--- src/design/kpms_pkg.sv ---
`timescale 1ns / 1ps
// ----------------------------------------------------------------------------
// kpms_pkg
// Shared types, widths and key ordering for the k-way merge select core.
// ----------------------------------------------------------------------------
package kpms_pkg;

  localparam int MAX_SOURCES = 16;
  localparam int POS_W       = 32;
  localparam int SRC_W       = $clog2(MAX_SOURCES);
  localparam int CFG_W       = 5;
  localparam int CNT_W       = $clog2(MAX_SOURCES + 1);

  // one stream's next key
  typedef struct packed {
    logic signed [POS_W-1:0] position;
    logic                    strand;
    logic                    exhausted;
  } key_t;

  // running best handed along the cell row
  typedef struct packed {
    logic [SRC_W-1:0] idx;
    key_t             key;
  } best_t;

  // input word
  typedef struct packed {
    logic [SRC_W-1:0]        source_id;
    logic signed [POS_W-1:0] position;
    logic                    strand;
    logic                    exhausted;
  } in_t;

  // result word
  typedef struct packed {
    logic [SRC_W-1:0]        winner_source;
    logic signed [POS_W-1:0] winner_position;
    logic                    winner_strand;
    logic                    all_done;
    logic                    order_error;
  } out_t;

  // true when key a strictly precedes key b
  function automatic logic key_before(input key_t a, input key_t b);
    logic res;
    if (a.exhausted) begin
      res = 1'b0;
    end else if (b.exhausted) begin
      res = 1'b1;
    end else if (a.position != b.position) begin
      res = ($signed(a.position) < $signed(b.position));
    end else begin
      res = (a.strand < b.strand);
    end
    return res;
  endfunction

endpackage

--- src/design/kway_position_merge_select_core.sv ---
`timescale 1ns / 1ps
// ----------------------------------------------------------------------------
// kway_position_merge_select_core
// Picks the next record of a k-way merge: a row of key cells passes the
// running minimum one cell per cycle, and the winner is held for its refill.
// ----------------------------------------------------------------------------
// A refill's result is in the output register in the cycle after accept.
// Reselection walks the cell row after the word that ends priming or a correct
// refill; in_stall stays high until it is done, so no word is taken meanwhile.
// Priming words that do not end priming and wrong-source words start no reselection.
// Reset (synchronous, active low): all slots empty, counts and winner zero,
// num_sources = 1.
// ----------------------------------------------------------------------------
module kway_position_merge_select_core (
  input  logic                           clk,
  input  logic                           rst_n,
  input  logic                           cfg_we,
  input  logic [kpms_pkg::CFG_W-1:0]     cfg_wdata,
  input  logic                           in_valid,
  output logic                           in_stall,
  input  kpms_pkg::in_t                  in_word,
  output logic                           out_valid,
  input  logic                           out_stall,
  output kpms_pkg::out_t                 out_word
);
  import kpms_pkg::*;

  typedef enum logic [1:0] {
    ST_IDLE = 2'b01,
    ST_SCAN = 2'b10
  } state_t;

  state_t           state_r, state_nxt;
  logic [CFG_W-1:0] num_sources_r;
  logic [CNT_W-1:0] active_n;
  logic [CNT_W-1:0] primed_cnt_r, primed_cnt_nxt;
  logic [CNT_W-1:0] scan_cnt_r, scan_cnt_nxt;
  logic [SRC_W-1:0] pending_winner_r, pending_winner_nxt;
  logic             out_valid_r;
  out_t             out_word_r;

  logic             acc;
  logic             priming;
  logic             hit;
  logic             start_scan;
  logic             load_out;
  key_t             wr_key;
  key_t             wkey;
  out_t             res;
  best_t            chain [MAX_SOURCES+1];
  key_t             cell_key [MAX_SOURCES];

  // configuration register
  always_ff @(posedge clk) begin
    if (!rst_n) begin
      num_sources_r <= CFG_W'(1);
    end else if (cfg_we) begin
      num_sources_r <= cfg_wdata;
    end
  end

  // clamp the stream count into 1..MAX_SOURCES
  always_comb begin
    if (num_sources_r == '0) begin
      active_n = CNT_W'(1);
    end else if (CNT_W'(num_sources_r) > CNT_W'(MAX_SOURCES)) begin
      active_n = CNT_W'(MAX_SOURCES);
    end else begin
      active_n = CNT_W'(num_sources_r);
    end
  end

  // handshake and decode
  assign priming  = (primed_cnt_r < active_n);
  assign in_stall = (state_r != ST_IDLE) || (out_valid_r && out_stall && !priming);
  assign acc      = in_valid && !in_stall;
  assign hit      = (in_word.source_id == pending_winner_r);
  assign load_out = acc && !priming;
  assign start_scan = acc && ((priming && ((primed_cnt_r + CNT_W'(1)) >= active_n)) ||
                              (!priming && hit));

  assign wr_key = '{position: in_word.position, strand: in_word.strand,
                    exhausted: in_word.exhausted};

  // the row of key cells
  assign chain[0] = '{idx: '0, key: '{position: '0, strand: 1'b0, exhausted: 1'b1}};

  for (genvar i = 0; i < MAX_SOURCES; i++) begin : g_cell
    kpms_cell u_cell (
      .clk      (clk),
      .rst_n    (rst_n),
      .cell_idx (SRC_W'(i)),
      .wr_en    (acc && (priming || hit) && (in_word.source_id == SRC_W'(i))),
      .wr_key   (wr_key),
      .active   (CNT_W'(i) < active_n),
      .best_in  (chain[i]),
      .best_out (chain[i+1]),
      .key_out  (cell_key[i])
    );
  end

  // result from the winner's key before its refill
  assign wkey = cell_key[pending_winner_r];

  always_comb begin
    res = '0;
    if (!hit) begin
      res.order_error = 1'b1;
    end else begin
      res.winner_source = pending_winner_r;
      if (wkey.exhausted) begin
        res.all_done = 1'b1;
      end else begin
        res.winner_position = wkey.position;
        res.winner_strand   = wkey.strand;
      end
    end
  end

  // control sequencing
  always_comb begin
    state_nxt          = state_r;
    scan_cnt_nxt       = scan_cnt_r;
    pending_winner_nxt = pending_winner_r;
    primed_cnt_nxt     = primed_cnt_r;
    if (acc && priming) begin
      primed_cnt_nxt = primed_cnt_r + CNT_W'(1);
    end
    unique case (state_r)
      ST_IDLE: begin
        if (start_scan) begin
          state_nxt    = ST_SCAN;
          scan_cnt_nxt = '0;
        end
      end
      ST_SCAN: begin
        if (scan_cnt_r == CNT_W'(MAX_SOURCES)) begin
          pending_winner_nxt = chain[MAX_SOURCES].idx;
          state_nxt          = ST_IDLE;
        end else begin
          scan_cnt_nxt = scan_cnt_r + CNT_W'(1);
        end
      end
      default: begin
        state_nxt = ST_IDLE;
      end
    endcase
  end

  always_ff @(posedge clk) begin
    if (!rst_n) begin
      state_r          <= ST_IDLE;
      scan_cnt_r       <= '0;
      pending_winner_r <= '0;
      primed_cnt_r     <= '0;
    end else begin
      state_r          <= state_nxt;
      scan_cnt_r       <= scan_cnt_nxt;
      pending_winner_r <= pending_winner_nxt;
      primed_cnt_r     <= primed_cnt_nxt;
    end
  end

  // output register
  always_ff @(posedge clk) begin
    if (!rst_n) begin
      out_valid_r <= 1'b0;
    end else if (load_out) begin
      out_valid_r <= 1'b1;
    end else if (!out_stall) begin
      out_valid_r <= 1'b0;
    end
  end

  always_ff @(posedge clk) begin
    if (load_out) begin
      out_word_r <= res;
    end
  end

  assign out_valid = out_valid_r;
  assign out_word  = out_word_r;

  // checks
  a_out_from_refill: assert property (@(posedge clk) disable iff (!rst_n)
    $rose(out_valid_r) |-> $past(acc && !priming))
    else $error("result appeared without a refill word");

  a_refill_starts_scan: assert property (@(posedge clk) disable iff (!rst_n)
    (acc && !priming && hit) |=> (state_r == ST_SCAN) && (scan_cnt_r == '0))
    else $error("correct refill did not start reselection");

  a_winner_stable_in_scan: assert property (@(posedge clk) disable iff (!rst_n)
    (state_r == ST_SCAN) && $past(state_r == ST_SCAN) |-> $stable(pending_winner_r))
    else $error("pending winner changed during reselection");

  a_scan_bounded: assert property (@(posedge clk) disable iff (!rst_n)
    (state_r == ST_SCAN) |-> (scan_cnt_r <= CNT_W'(MAX_SOURCES)))
    else $error("scan counter ran past the cell row");

endmodule

--- src/design/kpms_cell.sv ---
`timescale 1ns / 1ps
// ----------------------------------------------------------------------------
// kpms_cell
// One key slot of the selection row: holds a stream's key and compares it
// against the running best handed in from the previous cell.
// ----------------------------------------------------------------------------
module kpms_cell (
  input  logic                   clk,
  input  logic                   rst_n,
  input  logic [kpms_pkg::SRC_W-1:0] cell_idx,
  input  logic                   wr_en,
  input  kpms_pkg::key_t         wr_key,
  input  logic                   active,
  input  kpms_pkg::best_t        best_in,
  output kpms_pkg::best_t        best_out,
  output kpms_pkg::key_t         key_out
);
  import kpms_pkg::*;

  logic signed [POS_W-1:0] pos_r;
  logic                    strand_r;
  logic                    exh_r;
  key_t                    own_key;
  logic                    takes_lead;
  best_t                   best_nxt;
  best_t                   best_r;

  // slot marked empty at reset
  always_ff @(posedge clk) begin
    if (!rst_n) begin
      exh_r <= 1'b1;
    end else if (wr_en) begin
      exh_r <= wr_key.exhausted;
    end
  end

  // key payload
  always_ff @(posedge clk) begin
    if (wr_en) begin
      pos_r    <= wr_key.position;
      strand_r <= wr_key.strand;
    end
  end

  assign own_key = '{position: pos_r, strand: strand_r, exhausted: exh_r};

  // strictly smaller key takes over, ties stay with the lower index
  assign takes_lead = active && key_before(own_key, best_in.key);

  always_comb begin
    if (takes_lead) begin
      best_nxt = '{idx: cell_idx, key: own_key};
    end else begin
      best_nxt = best_in;
    end
  end

  // hand the best so far to the next cell
  always_ff @(posedge clk) begin
    best_r <= best_nxt;
  end

  assign best_out = best_r;
  assign key_out  = own_key;

endmodule

--- config.mk ---
export PLATFORM = sky130hd
export DESIGN_NAME = kway_position_merge_select_core
export DESIGN_NICKNAME = d
export VERILOG_FILES = /design/src/design/kpms_pkg.sv /design/src/design/kway_position_merge_select_core.sv /design/src/design/kpms_cell.sv
export SDC_FILE = /design/constraint.sdc
export NUM_CORES = 2
export LEC_CHECK = 0
export ABC_CLOCK_PERIOD_IN_PS = 12400
export BUFFER_PORTS_ARGS = -buffer_cell sky130_fd_sc_hd__clkbuf_2
export CORE_MARGIN = 4
export CORE_UTILIZATION = 35
export CTS_CLUSTER_DIAMETER = 60
export DETAILED_ROUTE_END_ITERATION = 10
export PLACE_DENSITY = 0.5
export SYNTH_ARGS = -nofsm -noshare
export SYNTH_HDL_FRONTEND = slang
export SYNTH_SLANG_ARGS = --single-unit
--- constraint.sdc ---
create_clock -name clk -period 12.4 [get_ports clk]
set_input_delay 0.62 -clock clk [delete_from_list [all_inputs] [get_ports clk]]
set_output_delay 0.62 -clock clk [all_outputs]
set_load 0.03 [all_outputs]
==> qor.txt <==
status - finished, final reports clean
P per Cell Area - 146 mW/mm2
TritonCTS Buffers - 133
# IOs - 89
fmax - 0.222 GHz
Avg Inst Size Synth - 13.2 um2
die area - 0.159 mm2
Core Area - 0.152 mm2
GR Overflow Total - 0
port bufs - 88
syn_nets - 4,579
Final Cycle Share - 0.363
final setup violation count - 0
commonest register cell after synthesis - dfxtp_1
Tmin final - 4.50 ns
CP cell instances - ha_1 > and4_1 > nand2_1 > nor4_2 > a21oi_1 > xnor2_1 > o311ai_4 > buf_4 > mux2_2
Avg WL per Cell - 25.6 um
worst hold-check path type - input port to register
Worst R2R Setup Slack - 7.90 ns
largest net degree at the start of global routing - 100
Worst Skew - 0.0337 ns
DIE WIDTH - 399 um
DRT iter0 DRCs - 2,509
relative slew slack - 0.206
IR drop worst, VDD - 0.115 mV
Reg2Reg Depth - 9
Clock Path Buffers - 3
Worst Hold End - num_sources_r[0]
uppermost layer routed - met4
synthesis-to-layout area growth - 14.0%
LEAKAGE - 22.2 nW
vias in the first global route - 32,200
Placed Area - 0.0564 mm2
die height - 399 um
CP startpoint kind - register
synthesized area - 0.0534 mm2
ratio of cells with drive above 1 in the final layout - 0.238
Reg2Reg Capture Point - g_cell[13].u_cell.best_out[9]
RSZ-0062 raised after global routing - false
antenna viol nets, final - 0
clk sink count - 1,164
post-synthesis cell type count - 67
crit-path max cell delay - 0.95 ns
post-synthesis sequential area ratio - 0.543
critical path arrival - 5.15 ns
DP Wirelength - 119,000 um
fin area - 0.0609 mm2
Vias - 32,500
# nets final - 4,745
vias per cell - 5.12
CP max-delay cell - nor4_2
clock latency on the worst-skew pair - 0.78 ns
drt total wl - 163,000 um
# resized after CTS - 0
wire length on met3 - 10,400 um
total track usage - 0.203
Worst path top cell family by delay - simple AND/OR/NAND/NOR gates
initial antenna violation count - 15
std cell rows - 143
CTS tree - yes
metal2 WL - 74,200 um
worst setup path class - register to register
drt first pass iters - 5
endpoints failing hold - 0
Max Slew Vio Count - 0
Synth Register Bits - 1,164
Async SR Flop Fraction - 0
Hold Crit Depth - 3
Critical Path End Type - register
Slew @ Worst Pin - 1.19 ns
start point of the worst min-delay path - cfg_wdata[0]
CP Buf/Inv Count - 1
first-pass GRT wire length - 231,000 um
Post-Syn Instances - 4,038
total number of yosys warnings - 0
postcts setup bufs - 0
reg2reg start - g_cell[13].u_cell.pos_r[31]
Starting Density - 0.352
EDFF count, synth - 567
cts hold-fix bufs - 0
htree depth - 4
Max-Cap Viols - 0
drt drc - 0
Clk Tree Root Cell - clkbuf_16
CTS clk-pin slew, worst paths - 0.06 ns
CP Max Fanout - 29
setup TNS - 0 ns
Worst Path Required - 13.05 ns
Final Util - 0.401
M1 WL - 75,000 um
GPL Wtd Cong - 0.865
## Yosys cell counts (6+ instances only)
cell type / instances / area (um2)
mux2_4: 26 / 390
xnor2_1: 14 / 123
ha_1: 493 / 6170
o211ai_1: 22 / 165
nor2_1: 41 / 154
or2_2: 13 / 81.3
and2_1: 19 / 119
o21bai_1: 6 / 45.0
clkbuf_1: 41 / 154
o21a_1: 12 / 90.1
inv_1: 534 / 2000
buf_1: 10 / 37.5
a2111o_1: 11 / 124
mux4_2: 170 / 3830
a221oi_1: 23 / 201
xor2_1: 10 / 87.6
a21o_1: 29 / 218
and3_1: 7 / 43.8
a21oi_1: 230 / 1150
a211oi_1: 7 / 52.6
dfxtp_1: 597 / 12000
edfxtp_1: 567 / 17000
buf_2: 41 / 205
nand4_1: 80 / 500
nand3_1: 51 / 255
nor4_1: 28 / 175
nor2b_1: 114 / 713
nand2_1: 171 / 642
mux2_2: 435 / 4900
nand2b_1: 24 / 150
buf_4: 7 / 52.6
o21ai_0: 72 / 360
nor3_1: 21 / 105
and4_1: 23 / 201
mux2i_1: 26 / 260
buf_6: 7 / 78.8
## where the power goes
group          internal, mW  total (mW)  switching (mW)
clock                  2.41        4.05            1.64
combinational         0.206       0.565           0.360
sequential             4.17        4.25          0.0860
total                  6.78        8.87            2.09
## cell type report
| type | count | area (um2) |
|---|---|---|
| well taps | 2030 | 2540 |
| diodes | 7 | 17.5 |
| repair buffers | 137 | 821 |
| clock buffers | 171 | 3570 |
| fillers | 14300 | 90900 |
| multi-input cells | 2234 | 22000 |
| inverters | 534 | 2000 |
| clock inverters | 75 | 885 |
| flip-flops and latches | 1164 | 29000 |
## flip-flops by register name, summed over array words and instances, names as in the netlist
name	cells
state_r	2
g_cell.u_cell.best_out	559
num_sources_r	5
g_cell.u_cell.strand_r	16
scan_cnt_r	5
primed_cnt_r	5
pending_winner_r	4
g_cell.u_cell.exh_r	16
out_valid	1
g_cell.u_cell.pos_r	512
out_word	39
## worst reg2reg max path, delay by kind of cell (launching register included)
kind / cells / cell delay, ns
compound gates: 2 / 0.93
xor+xnor: 1 / 0.22
fa+ha+maj: 1 / 0.42
buf+inv: 1 / 0.55
flops: 1 / 0.45
mux: 1 / 0.43
simple gates: 3 / 1.39
## logic make-up (layout without fill, tap and decap cells)
family,Yosys count,after routing,share of synthesized area
AO/OA/AOI/OAI,450,450,0.0528
XOR/XNOR,24,24,0.00394
adder cells (fa/ha/maj),493,493,0.116
buffers and inverters,640,917,0.0474
flip-flops,1164,1164,0.543
multiplexers,657,657,0.176
other,0,7,0
AND/OR/NAND/NOR,610,610,0.0618
## cells in the final DEF, fill, tap and decap left out, types with 22 or more instances in the layout
| cell | synthesis | final |
|---|---|---|
| dfxtp_1 | 597 | 592 |
| edfxtp_1 | 567 | 567 |
| inv_1 | 534 | 533 |
| ha_1 | 493 | 493 |
| mux2_2 | 435 | 435 |
| a21oi_1 | 230 | 230 |
| nand2_1 | 171 | 171 |
| mux4_2 | 170 | 170 |
| clkbuf_16 | 0 | 136 |
| nor2b_1 | 114 | 114 |
| clkbuf_2 | 0 | 88 |
| nand4_1 | 80 | 80 |
| o21ai_0 | 72 | 72 |
| nand3_1 | 51 | 50 |
| buf_4 | 7 | 48 |
| nor2_1 | 41 | 39 |
| clkbuf_1 | 41 | 31 |
| a21o_1 | 29 | 29 |
| mux2_4 | 26 | 26 |
| mux2i_1 | 26 | 26 |
| clkinv_2 | 0 | 25 |
| nand2b_1 | 24 | 23 |
| and4_1 | 23 | 23 |
| a221oi_1 | 23 | 23 |
| o211ai_1 | 22 | 22 |
## worst max path at each step
stage                                start                        endpoint  slack [ns]  cells past startpoint
6_report       g_cell[13].u_cell.pos_r[31]   g_cell[13].u_cell.best_out[9]        7.90                      9
2_1_floorplan             num_sources_r[4]         g_cell[11].u_cell.exh_r        6.30                     13
5_1_grt                   num_sources_r[4]      g_cell[10].u_cell.pos_r[4]        7.81                     12
3_3_place_gp   g_cell[13].u_cell.pos_r[31]  g_cell[13].u_cell.best_out[28]        7.37                      9
4_1_cts        g_cell[13].u_cell.pos_r[31]  g_cell[13].u_cell.best_out[12]        7.89                      9
3_5_place_dp   g_cell[13].u_cell.pos_r[31]  g_cell[13].u_cell.best_out[28]        7.88                      9
## per-layer routing
metal	vias up	track usage
li1	15100	-
met1	16400	0.287
met2	828	0.323
met3	176	0.0406
met4	0	0.0464
met5	-	0
## per-stage QoR
stage | hold WS [ns] | worst slack [ns] | total power [mW] | instances
6_report | 0.0915 | 7.90 | 8.87 | 6352
5_1_grt | 0.0634 | 7.81 | 9.19 | 6347
4_1_cts | 0.0337 | 7.89 | 8.97 | 6345
3_5_place_dp | 0.391 | 7.88 | 4.90 | 6099
3_3_place_gp | 0.390 | 7.37 | 4.90 | 6099
2_1_floorplan | 0.386 | 6.30 | 4.65 | 4038
Power figures use the tool's default switching activity.
